### config.mk
export PLATFORM = sky130hd
export DESIGN_NAME = xyp_hsv
export DESIGN_NICKNAME = d
export VERILOG_FILES = /design/src/design/xy_plotter_framebuffer_assert.svh /design/src/design/xyp_pkg.sv /design/src/design/xyp_hsv.sv
export SDC_FILE = /design/constraint.sdc
export NUM_CORES = 1
export LEC_CHECK = 0
export ABC_AREA = 1
export BUFFER_PORTS_ARGS = -buffer_cell sky130_fd_sc_hd__buf_2
export CORE_MARGIN = 2
export CORE_UTILIZATION = 50
export CTS_CLUSTER_DIAMETER = 40
export DETAILED_ROUTE_END_ITERATION = 12
export PLACE_DENSITY_LB_ADDON = 0.05
export RECOVER_POWER = 50
export SLEW_MARGIN = 30
export SYNTH_ARGS = -nofsm -noshare
export SYNTH_HDL_FRONTEND = slang
export SYNTH_SLANG_ARGS = --single-unit
export TNS_END_PERCENT = 30
### constraint.sdc
create_clock -name clock -period 6.6 [get_ports clock]
set_clock_uncertainty 0.2 [all_clocks]
set_input_delay 1.32 -clock clock [delete_from_list [all_inputs] [get_ports clock]]
set_output_delay 1.32 -clock clock [all_outputs]
set_load 0.01 [all_outputs]
### src/design/xy_plotter_framebuffer_assert.svh
// Assertion macros for the XY plotter framebuffer.
// Used by the top level; expects signals named clock and reset in scope.
`ifndef XY_PLOTTER_FRAMEBUFFER_ASSERT_SVH
`define XY_PLOTTER_FRAMEBUFFER_ASSERT_SVH

// Consequent must hold in the same cycle as the antecedent.
`define XYP_ASSERT_NOW(label, ante, cons) \
   label: assert property (@(posedge clock) disable iff (reset) (ante) |-> (cons)) \
      else $error("xy plotter framebuffer: same-cycle check failed");

// Consequent must hold in the cycle after the antecedent.
`define XYP_ASSERT_NEXT(label, ante, cons) \
   label: assert property (@(posedge clock) disable iff (reset) (ante) |=> (cons)) \
      else $error("xy plotter framebuffer: next-cycle check failed");

`endif

### src/design/xyp_pkg.sv
// Shared constants, codes and types for the XY plotter framebuffer.
// No dependencies; used by every module of the block except xyp_ram.
package xyp_pkg;

   localparam int MAX_RES     = 256;
   localparam int RES_W       = $clog2(MAX_RES + 1);
   localparam int COORD_W     = $clog2(MAX_RES);
   localparam int STORE_DEPTH = MAX_RES * MAX_RES;
   localparam int ADDR_W      = $clog2(STORE_DEPTH);
   localparam int PIX_W       = 24;
   localparam int CSR_IDX_W   = 2;

   localparam logic [RES_W-1:0] RES_RESET   = RES_W'(150);
   localparam logic [PIX_W-1:0] CLEAR_PIXEL = 24'h808080;

   localparam logic [CSR_IDX_W-1:0] REG_HSV_MODE        = 2'd0;
   localparam logic [CSR_IDX_W-1:0] REG_XY_UNIPOLAR     = 2'd1;
   localparam logic [CSR_IDX_W-1:0] REG_COLOUR_UNIPOLAR = 2'd2;
   localparam logic [CSR_IDX_W-1:0] REG_RESOLUTION      = 2'd3;

   typedef enum logic [1:0] {
      CMD_PLOT  = 2'd0,
      CMD_CLEAR = 2'd1,
      CMD_READ  = 2'd2,
      CMD_NONE  = 2'd3
   } cmd_type;

   // Configuration as seen by the datapath; res is already clamped to 1..MAX_RES.
   typedef struct packed {
      logic             hsv_mode;
      logic             xy_unipolar;
      logic             colour_unipolar;
      logic [RES_W-1:0] res;
   } cfg_type;

   // Plot pipeline step enables, one hot while the plot is in ST_P1, ST_P2 or ST_P3, else all zero.
   typedef struct packed {
      logic p1;
      logic p2;
      logic p3;
   } step_type;

endpackage

### src/design/xyp_hsv.sv
// Fixed-point HSV to RGB conversion in three steps (sector, product, sum and scale).
// Depends on xyp_pkg.
module xyp_hsv (
   input  logic                       clock,
   input  xyp_pkg::step_type          step,
   input  logic [7:0]                 hue,
   input  logic [7:0]                 sat,
   input  logic [7:0]                 val,
   output logic [xyp_pkg::PIX_W-1:0]  pix
);

   typedef enum logic [2:0] {
      SEC_RY = 3'd0,
      SEC_YG = 3'd1,
      SEC_GC = 3'd2,
      SEC_CB = 3'd3,
      SEC_BM = 3'd4,
      SEC_MR = 3'd5
   } sector_type;

   // (ch * 255) >> 24 without a multiplier
   function automatic logic [7:0] to_byte(input logic [23:0] ch);
      logic [31:0] p;
      p = {ch, 8'd0} - {8'd0, ch};
      to_byte = p[31:24];
   endfunction

   logic [10:0] h6;
   sector_type  sector_ff, sector2_ff;
   logic [7:0]  frac_ff, val_ff;
   logic [15:0] sv_ff;
   logic [8:0]  fsel;
   logic [24:0] xx_full;
   logic [23:0] xx_ff, cc_ff, mm_ff;
   logic [23:0] ch_r, ch_g, ch_b;

   assign h6 = {1'b0, hue, 2'b00} + {2'b00, hue, 1'b0};

   assign fsel    = sector_ff[0] ? (9'd256 - {1'b0, frac_ff}) : {1'b0, frac_ff};
   assign xx_full = {9'd0, sv_ff} * {16'd0, fsel};

   always_ff @(posedge clock) begin
      if (step.p2) begin
         sector_ff <= sector_type'(h6[10:8]);
         frac_ff   <= h6[7:0];
         sv_ff     <= {8'd0, sat} * {8'd0, val};
         val_ff    <= val;
      end
      if (step.p3) begin
         sector2_ff <= sector_ff;
         xx_ff      <= xx_full[23:0];
         cc_ff      <= {sv_ff, 8'd0};
         mm_ff      <= {val_ff, 16'd0} - {sv_ff, 8'd0};
      end
   end

   always_comb begin
      case (sector2_ff)
         SEC_RY: begin ch_r = cc_ff; ch_g = xx_ff; ch_b = '0;    end
         SEC_YG: begin ch_r = xx_ff; ch_g = cc_ff; ch_b = '0;    end
         SEC_GC: begin ch_r = '0;    ch_g = cc_ff; ch_b = xx_ff; end
         SEC_CB: begin ch_r = '0;    ch_g = xx_ff; ch_b = cc_ff; end
         SEC_BM: begin ch_r = xx_ff; ch_g = '0;    ch_b = cc_ff; end
         default: begin ch_r = cc_ff; ch_g = '0;   ch_b = xx_ff; end
      endcase
   end

   assign pix = {to_byte(ch_r + mm_ff), to_byte(ch_g + mm_ff), to_byte(ch_b + mm_ff)};

endmodule

==> flow_summary.ini <==
[logic_synthesis]
synth_seq_area_share_pct = 17.2
synthFlopType = edfxtp_1
ys_ff_latch = 91
yosys_warnings = 0
synth-edff-count = 91
ys_types = 45
avgSynthCellArea_um2 = 7.12
synth.net_count = 2575
ys_async_sr_fraction_pct = 0
syn_inst = 2226
syn_area_um2 = 15800

[floorplanning]
pin_count = 52
dieHeight_um = 182
rows = 65
die_w_um = 182
coreArea_um2 = 31400
floorplan.initialDensity_pct = 50.5
dieArea_um2 = 33100

[flow_run]
maxCapViolCount = 2

[worst_setup_path]
worstSetupPathType = reg2out
max_stage_delay_ns = 0.51
critPathSlowestCell = edfxtp_1
crit_arrival_ns = 4.74
critPathLaunchType = flip-flop
path_max_fanout = 16
end_kind = output pin
cpMostUsedCell = nand3_1
required_ns = 5.08

[clock_tree]
cts_tree = done
clkSinkCount = 91
cts-root-buf = clkbuf_16
cts_buffer_depth = 2
clkLatencyLatePin_ns = 0.35
htreeDepth = 3
numCtsBuffers = 9
path_clk_slew_ns = 0.07
cts_hold_buf = 0

[layout]
fin_util_pct = 54.1
fin_nets = 2628
area_growth_pct = 7.20
final_cell_mix = 528 x nand2_1, 462 x inv_1, 231 x nor2_1
n_antenna_cell = 0
drive_above_1_share_pct = 4.51
final_common_cell = nand2_1

[hold_path]
hold_path.class = reg2reg

[sta]
slew_headroom_pct = -106
grt_setup_unrepaired = yes
finalWorstSetupSlack_ns = 0.338
clock.fmax_mhz = 160
min_period_ns = 6.26
finalHoldViolCount = 0
finalSetupViolCount = 0
fin_crit_sh_pct = 94.9
slew_viol_final = 93
hold_ws_ns = 0.283
tightest_slew_ns = 3.09

[global_route]
antenna_found_initial = 0
grt_overflow_total = 0
grt_usage_pct = 28.3
grt_pass1_vias = 14400
grt_pass1_wl_um = 73400
grt_max_degree = 58

[drt]
wire_per_inst_um = 16.8
drt_first_pass_iters = 7
via_per_inst = 5.41
route.detailed.drc = 0
dr_total_vias = 14500
drtAntennaViolNets = 0
drt_iter0_drc = 873
wl_um = 45200

[outcome]
violations = max-capacitance violations, max-slew violations
status = finished, violations left

[placed_design]
dpl.hpwl_um = 37900
io_buffers = 50
gp_congestion = 0.975
pre_cts_slack_ns = 0.460
## metrics by stage
step                setup TNS [ns]  cells  cell area (µm²)
floorplan                        0   2226            15800
global placement                 0   2660            16600
detailed placement               0   2660            16600
CTS                              0   2676            16900
global route                -0.114   2686            17000
finish                           0   2686            17000
## cell usage after synthesis (4+ instances only)
library cell / number / share of area (%)
ha_1: 197 / 16
clkinv_1: 6 / 0.14
fa_1: 124 / 16
nand3_1: 100 / 3.2
o21ai_0: 50 / 1.6
o31ai_1: 5 / 0.24
buf_1: 4 / 0.095
nor3_1: 24 / 0.76
inv_1: 463 / 11
nand2_2: 4 / 0.16
o211ai_1: 7 / 0.33
nor2_1: 231 / 5.5
nand4_1: 28 / 1.1
o21ai_1: 6 / 0.19
nand3b_1: 10 / 0.47
a31oi_1: 11 / 0.43
xnor2_1: 23 / 1.3
xor2_1: 61 / 3.4
o22ai_1: 47 / 1.9
nor2_2: 4 / 0.16
o21bai_1: 6 / 0.28
a21o_1: 19 / 0.90
o21a_1: 6 / 0.28
nand2_1: 530 / 13
buf_2: 5 / 0.16
clkbuf_1: 25 / 0.59
edfxtp_1: 91 / 17
a21oi_1: 115 / 3.6
## layout make-up
cell class	count	area (µm²)
Tap cell	402	503
Clock inverter	6	95.1
Fill cell	3193	14400
Clock buffer	10	229
Multi-Input combinational cell	1632	11200
Sequential cell	91	2730
Timing Repair Buffer	75	422
Inverter	470	1760
## state kept, by name (all words and copies together) (netlist names)
name / count
mm_ff: 15
xx_ff: 23
val_ff: 8
cc_ff: 16
sector2_ff: 3
sv_ff: 16
sector_ff: 3
frac_ff: 7
## final timing paths
check	start	to	slack [ns]	depth (start not counted)
max	sector2_ff[1]$_DFFE_PP_	pix[5]	0.34	26
min	sector_ff[1]$_DFFE_PP_	sector2_ff[1]$_DFFE_PP_	0.28	0
max reg2reg	frac_ff[2]$_DFFE_PP_	xx_ff[23]$_DFFE_PP_	0.47	24
min reg2reg	sector_ff[1]$_DFFE_PP_	sector2_ff[1]$_DFFE_PP_	0.28	0
## routing by layer
metal | part of all wire (%) | GRT usage (%)
met5 | 0 | 0
met4 | 4.7 | 12.3
met3 | 3.8 | 2.27
met2 | 49 | 50.5
met1 | 43 | 35.0
## kinds of logic after synthesis
group | synth area share [%]
compound gates | 10.4
buf+inv | 12.0
flops | 17.2
fa+ha+maj | 31.2
xor+xnor | 4.75
simple gates | 24.4
## critical path: cells and delay by family, from the launching register on
kind / cells / cell delay (ns)
fa+ha+maj: 3 / 1.09
simple gates: 14 / 1.59
buf+inv: 6 / 0.77
flops: 1 / 0.51
compound gates: 3 / 0.43
## timing repair
item,4_1_cts,5_1_grt
setup buffers,0,9
setup endpoints to repair,0,21
gates resized for setup,0,7
Power is left out: the tool's default activity adds up to more than one toggle a clock period on the data nets, which glitch-free logic cannot reach.
