<file path="src/design/xy_plotter_framebuffer_assert.svh">
// Assertion macros for the XY plotter framebuffer.
// Used by the top level; expects signals named clock and reset in scope.
`ifndef XY_PLOTTER_FRAMEBUFFER_ASSERT_SVH
`define XY_PLOTTER_FRAMEBUFFER_ASSERT_SVH

// Consequent must hold in the same cycle as the antecedent.
`define XYP_ASSERT_NOW(label, ante, cons) \
   label: assert property (@(posedge clock) disable iff (reset) (ante) |-> (cons)) \
      else $error("xy plotter framebuffer: same-cycle check failed");

// Consequent must hold in the cycle after the antecedent.
`define XYP_ASSERT_NEXT(label, ante, cons) \
   label: assert property (@(posedge clock) disable iff (reset) (ante) |=> (cons)) \
      else $error("xy plotter framebuffer: next-cycle check failed");

`endif

</file>
<file path="src/design/xyp_pkg.sv">
// Shared constants, codes and types for the XY plotter framebuffer.
// No dependencies; used by every module of the block except xyp_ram.
package xyp_pkg;

   localparam int MAX_RES     = 256;
   localparam int RES_W       = $clog2(MAX_RES + 1);
   localparam int COORD_W     = $clog2(MAX_RES);
   localparam int STORE_DEPTH = MAX_RES * MAX_RES;
   localparam int ADDR_W      = $clog2(STORE_DEPTH);
   localparam int PIX_W       = 24;
   localparam int CSR_IDX_W   = 2;

   localparam logic [RES_W-1:0] RES_RESET   = RES_W'(150);
   localparam logic [PIX_W-1:0] CLEAR_PIXEL = 24'h808080;

   localparam logic [CSR_IDX_W-1:0] REG_HSV_MODE        = 2'd0;
   localparam logic [CSR_IDX_W-1:0] REG_XY_UNIPOLAR     = 2'd1;
   localparam logic [CSR_IDX_W-1:0] REG_COLOUR_UNIPOLAR = 2'd2;
   localparam logic [CSR_IDX_W-1:0] REG_RESOLUTION      = 2'd3;

   typedef enum logic [1:0] {
      CMD_PLOT  = 2'd0,
      CMD_CLEAR = 2'd1,
      CMD_READ  = 2'd2,
      CMD_NONE  = 2'd3
   } cmd_type;

   // Configuration as seen by the datapath; res is already clamped to 1..MAX_RES.
   typedef struct packed {
      logic             hsv_mode;
      logic             xy_unipolar;
      logic             colour_unipolar;
      logic [RES_W-1:0] res;
   } cfg_type;

   // Plot pipeline step enables, one hot while the plot is in ST_P1, ST_P2 or ST_P3, else all zero.
   typedef struct packed {
      logic p1;
      logic p2;
      logic p3;
   } step_type;

endpackage

</file>
<file path="src/design/xyp_map.sv">
// Position mapping, grid check, store index and colour quantization.
// Depends on xyp_pkg.
module xyp_map (
   input  logic                         clock,
   input  xyp_pkg::cfg_type             cfg,
   input  xyp_pkg::step_type            step,
   input  logic signed [15:0]           x_sample,
   input  logic signed [15:0]           y_sample,
   input  logic signed [15:0]           colour_a,
   input  logic signed [15:0]           colour_b,
   input  logic signed [15:0]           colour_c,
   output logic                         on_grid,
   output logic [xyp_pkg::ADDR_W-1:0]   pix_index,
   output logic [7:0]                   byte_a,
   output logic [7:0]                   byte_b,
   output logic [7:0]                   byte_c
);

   localparam int PROD_W = 17 + xyp_pkg::RES_W + 1;
   localparam int MUL_W  = xyp_pkg::RES_W + xyp_pkg::COORD_W;

   // clamp at 0 and 255 after the unipolar/bipolar offset
   function automatic logic [7:0] quant(input logic signed [15:0] s, input logic uni);
      logic signed [16:0] t;
      t = uni ? {s[15], s} : {s[15], s} + 17'sd16384;
      if (t <= 17'sd0) begin
         quant = 8'd0;
      end else if (t[15]) begin
         quant = 8'hFF;
      end else begin
         quant = t[14:7];
      end
   endfunction

   logic signed [16:0]             base_x, base_y;
   logic signed [xyp_pkg::RES_W:0] res_s;
   logic signed [PROD_W-1:0]       prod_x_in, prod_y_in, prod_x_ff, prod_y_ff;
   logic signed [PROD_W-1:0]       sum_x, sum_y;
   logic [10:0]                    col_w, row_w;
   logic                           in_x, in_y;
   logic [MUL_W-1:0]               row_mul;
   logic [MUL_W-1:0]               index_full;
   logic                           on_grid_ff;
   logic [xyp_pkg::ADDR_W-1:0]     index_ff;
   logic [7:0]                     qa_ff, qb_ff, qc_ff;

   assign base_x = cfg.xy_unipolar ? {x_sample[15], x_sample}
                                   : {x_sample[15], x_sample} + 17'sd16384;
   assign base_y = cfg.xy_unipolar ? {y_sample[15], y_sample}
                                   : {y_sample[15], y_sample} + 17'sd16384;
   assign res_s  = signed'({1'b0, cfg.res});

   assign prod_x_in = PROD_W'(base_x) * PROD_W'(res_s);
   assign prod_y_in = PROD_W'(base_y) * PROD_W'(res_s);

   // Rounding half away from zero: a point is on the grid only when n + 0.5 is positive,
   // and then the coordinate is (n + 16384) >> 15.
   assign sum_x = prod_x_ff + PROD_W'(16384);
   assign sum_y = prod_y_ff + PROD_W'(16384);
   assign col_w = sum_x[25:15];
   assign row_w = sum_y[25:15];
   assign in_x  = !sum_x[PROD_W-1] && (sum_x != '0) && (col_w < 11'(cfg.res));
   assign in_y  = !sum_y[PROD_W-1] && (sum_y != '0) && (row_w < 11'(cfg.res));

   assign row_mul    = MUL_W'(row_w[xyp_pkg::COORD_W-1:0]) * MUL_W'(cfg.res);
   assign index_full = row_mul + MUL_W'(col_w[xyp_pkg::COORD_W-1:0]);

   always_ff @(posedge clock) begin
      if (step.p1) begin
         prod_x_ff <= prod_x_in;
         prod_y_ff <= prod_y_in;
         qa_ff     <= quant(colour_a, cfg.colour_unipolar);
         qb_ff     <= quant(colour_b, cfg.colour_unipolar);
         qc_ff     <= quant(colour_c, cfg.colour_unipolar);
      end
      if (step.p2) begin
         on_grid_ff <= in_x && in_y;
         index_ff   <= index_full[xyp_pkg::ADDR_W-1:0];
      end
   end

   assign on_grid   = on_grid_ff;
   assign pix_index = index_ff;
   assign byte_a    = qa_ff;
   assign byte_b    = qb_ff;
   assign byte_c    = qc_ff;

endmodule

</file>
<file path="config.mk">
export PLATFORM = sky130hd
export DESIGN_NAME = xyp_map
export DESIGN_NICKNAME = d
export VERILOG_FILES = /design/src/design/xy_plotter_framebuffer_assert.svh /design/src/design/xyp_pkg.sv /design/src/design/xyp_map.sv
export SDC_FILE = /design/constraint.sdc
export NUM_CORES = 1
export LEC_CHECK = 0
export ABC_AREA = 1
export ABC_CLOCK_PERIOD_IN_PS = 6500
export BUFFER_PORTS_ARGS = -buffer_cell sky130_fd_sc_hd__buf_2
export CAP_MARGIN = 30
export CORE_MARGIN = 1.5
export CORE_UTILIZATION = 50
export DETAILED_ROUTE_END_ITERATION = 12
export HOLD_SLACK_MARGIN = 0.15
export PLACE_DENSITY = 0.67
export SYNTH_ARGS = -nofsm -noshare
export SYNTH_HDL_FRONTEND = slang
export SYNTH_SLANG_ARGS = --single-unit
</file>
<file path="constraint.sdc">
create_clock -name clock -period 6.5 [get_ports clock]
set_input_delay 0.325 -clock clock [delete_from_list [all_inputs] [get_ports clock]]
set_output_delay 0.325 -clock clock [all_outputs]
set_load 0.02 [all_outputs]
</file>
==> impl_results.md <==
- Setup crit start kind: input port
- DRC errors left: 0
- Remaining Overflow, GRT: 0
- H-tree levels: 3
- Most used cell, CP: inv_1
- Relative slew slack: 0.3666
- Worst hold start: step[2]
- RSZ-0062 raised after global routing: no
- Initial antenna violation count: 2
- Post-synthesis adder-cell area fraction: 0.4402
- Clock sink total: 95
- Postcts setup bufs: 0
- Setup ws final: around 1.0 ns
- Crit path cell chain: buf_2 > inv_1 > ha_1 > nor2_1 > nor2_1 > inv_1 > nor2_1 > inv_1 > fa_1 > inv_1 > fa_1 > fa_1 > fa_1 > inv_1 > fa_1 > inv_1 > ha_1 > nand2_1 > nor3_1 > nand2_1 > o21bai_1 > nand4_1 > nand2_1
- Hold Vio Cnt, Final: 0
- Vias per std cell: about 5
- FF-to-FF setup slack: 1.30 ns
- DPL Wire Length: between 30000 and 40000 microns
- Iteration-0 DRC Markers: 759
- DP Worst Slack: approximately 0.67 ns
- Routing usage on met1: 0.3296
- Final nets: 3121
- Port Buffer Count: approximately 130
- CTS tree: yes
- GR Layer Usage met2: 0.4314
- Top Family by Delay on Critical Path: adder cells
- Post-synth top area share: 0.3166
- Final slew viol count: 0
- IO Count: between 100 and 150
- Worst-margin pin slew: 0.9502 ns
- Initial core utilization: 0.5092
- Mapped Nets: 3029
- Post-synth EDFFs: 95
- HP Class: in -> reg
- Largest family of logic cells by synthesized area: adder cells
- GPL Wtd Cong: approximately 0.92
- Fin Clk Skew: between 0.01 and 0.015 ns
- Syn Area/Cell: roughly 8 sq um
- Simple-gate portion of the synthesized area: 0.1942
- Critical-path top delay cell: fa_1
- Netlist cell types: 41
- Leading area contributor after synthesis: fa_1
- Initial DRT Pass Iterations: 7
- Area grow syn2layout: 7.634%
- Post-synthesis mux area share: 0
- CTS Buffer Depth: 2
- Post-Syn Area: a little under 0.02 sq mm
- Synth Area in XOR/XNOR: 0.03462
- Fraction of layout cells with a size suffix above 1: 0.07492
- Sequential area share after synthesis: 0.1484
- GRT Resource Usage Total: 0.2507
- Top cells by area, synth: fa_1 (32%), edfxtp_1 (15%), ha_1 (12%), inv_1 (12%), nand2_1 (11%)
- Filler cells: between 3000 and 4000
- Post-Syn Instances: 2439
- CP required: 6.61 ns
- Clock Tree Root: clkbuf_16
- Commonest register cell after synthesis: edfxtp_1
- Worst r2r path cells: 18
- Finished Layout Cells: 3049
- Buf/Inv on CP: 7
- Crit share post-route: 0.8404
- Wirelength per Cell: 15.22 microns
- CTS hold repair buffers: 0
- Final min period: 5.462 ns
- Die Outline Area: between 0.03 and 0.04 sq mm
- Worst Setup Path Type: in -> reg
- Worst reg2reg path endpoint: pix_index[15]$_DFFE_PP_
- Total CTS buffers: 9
- Vias in the first global route: approximately 16000
- Die X: 199.1 microns
- Fmax: ~0.18 GHz
- Critical path peak fanout: 6
- Chip height: approximately 200 microns
- Largest stage delay, worst path: 0.61 ns
- # Max-Cap Violations: 0
- GR peak layer: met2
- Post-Route Setup TNS: 0 ns
- Largest net degree at the start of global routing: 71
- Ys async rst share: 0
- Hold Crit Endpoint: byte_c[3]$_SDFFCE_PP0P_
- Post-CTS Resized: 0
- WP data arrival: 5.57 ns
- Final setup vio count: 0
- Clock Pin Slew Worst Setup and Hold Paths: around 0.070 ns
- Routed vias: 15180
- Antenna Nets Post-Route: 0
- Reg-to-reg critical path startpoint: prod_y_ff[14]$_DFFE_PP_
- Hold Crit Depth: 1
- #FFs+latches synth: 95
- First-pass GRT wire length: approximately 78000 microns
- Cell count after placement: roughly 3000
- Site Rows: 71
- Met3 Use GR: 0.03139
- Clk_lat worst skew: roughly 0.37 ns
- Routed wire length: ~46000 microns
- Core ar.: 0.03776 sq mm
- Outcome: finished, final reports clean
- Synthesis Warnings: 0
- Compound-cell area share of the yosys netlist: 0.04549
- CP endpoint kind: register
synth_stat cells (4+ instances only):
| cell | instances |
|---|---|
| inv_1 | 626 |
| nand2_1 | 575 |
| fa_1 | 304 |
| nor2_1 | 208 |
| ha_1 | 190 |
| edfxtp_1 | 95 |
| a21oi_1 | 84 |
| nand3_1 | 65 |
| clkbuf_1 | 57 |
| xor2_1 | 45 |
| o21ai_0 | 42 |
| xnor2_1 | 26 |
| nand4_1 | 21 |
| o21bai_1 | 13 |
| nor4_1 | 12 |
| nor3_1 | 10 |
| buf_1 | 7 |
| nand3b_1 | 7 |
| nand2_2 | 6 |
| clkinv_1 | 4 |
| inv_2 | 4 |
| o21ai_1 | 4 |
| o21ai_2 | 4 |
sequential cells by signal, indices dropped and copies added, names as in the netlist:
name,count
byte_a,8
byte_b,8
byte_c,8
on_grid,1
pix_index,16
prod_x_ff,27
prod_y_ff,27
worst register-to-register path, stage by stage (launching register included):
cell      delay, ns
edfxtp_1       0.46
ha_1           0.27
nand3_2        0.12
xor2_1         0.57
inv_1          0.19
ha_1           0.25
fa_1           0.47
ha_1           0.29
inv_1          0.05
fa_1           0.44
fa_1           0.48
inv_1          0.04
ha_1           0.34
nand2_1        0.09
o21ai_0        0.43
nand3_1        0.16
nand4_1        0.14
nand3b_1       0.11
nand2_1        0.05
final cells by class:
| type | instances | area [sq um] | area share |
|---|---|---|---|
| Sequential cell | 95 | 2853 | 0.1379 |
| Multi-Input combinational cell | 1643 | 13740 | 0.6639 |
| Timing Repair Buffer | 148 | 778.2 | 0.03761 |
| Clock inverter | 7 | 75.07 | 0.003628 |
| Antenna cell | 2 | 5.005 | 0.0002419 |
| Inverter | 634 | 2380 | 0.1150 |
| Clock buffer | 9 | 225.2 | 0.01088 |
| Tap cell | 511 | 639.4 | 0.03090 |
cell usage in the layout, fill, tap and decap left out, types with 4 or more instances in the layout:
master | synthesis | routed
fa_1 | 304 | 304
nor4_1 | 12 | 12
nor2_1 | 208 | 208
buf_2 | 3 | 133
o21ai_1 | 4 | 4
buf_4 | 0 | 15
a21oi_1 | 84 | 84
inv_1 | 626 | 626
nand3b_1 | 7 | 7
nand2_2 | 6 | 6
o21bai_1 | 13 | 13
o21ai_0 | 42 | 42
nor3_1 | 10 | 10
ha_1 | 190 | 190
edfxtp_1 | 95 | 95
inv_2 | 4 | 4
nand4_1 | 21 | 21
clkbuf_16 | 0 | 9
o21ai_2 | 4 | 4
xnor2_1 | 26 | 26
clkinv_1 | 4 | 6
nand2_1 | 575 | 575
nand3_1 | 65 | 65
xor2_1 | 45 | 45
metrics by stage:
step	hold WS [ns]	instance area, sq um	utilization
6_report	0.2509	20690	0.5481
3_5_place_dp	0.6230	20390	0.5400
2_1_floorplan	0.4375	19220	-
5_1_grt	0.2418	20690	0.5480
3_3_place_gp	0.6153	20390	0.5400
4_1_cts	0.2381	20690	0.5479
how the worst max path moves through the flow:
stage / slack, ns / cells past startpoint / endpoint / start
after global placement: 0.75 / 26 / prod_y_ff[26]$_DFFE_PP_ / y_sample[14]
after detailed placement: 0.67 / 23 / prod_y_ff[25]$_DFFE_PP_ / y_sample[14]
after global routing: 0.71 / 22 / prod_x_ff[23]$_DFFE_PP_ / x_sample[14]
after floorplan: 1.32 / 23 / prod_x_ff[26]$_DFFE_PP_ / cfg[1]
final: 1.04 / 23 / prod_y_ff[25]$_DFFE_PP_ / y_sample[14]
after CTS: 1.04 / 23 / prod_y_ff[25]$_DFFE_PP_ / y_sample[14]
layer usage:
metal | vias to the layer above | routed length (microns)
li1 | 7425 | -
met1 | 7281 | 20680
met2 | 413 | 21900
met3 | 59 | 2584
met4 | 0 | 1237
met5 | - | 0
logic make-up after synthesis:
kind of cell    count (synthesis)
simple gates                  918
buf+inv                       701
fa+ha+maj                     494
compound gates                158
flops                          95
xor+xnor                       73
Power is left out: the tool's default activity adds up to more than one toggle a clock period on the data nets, which glitch-free logic cannot reach.
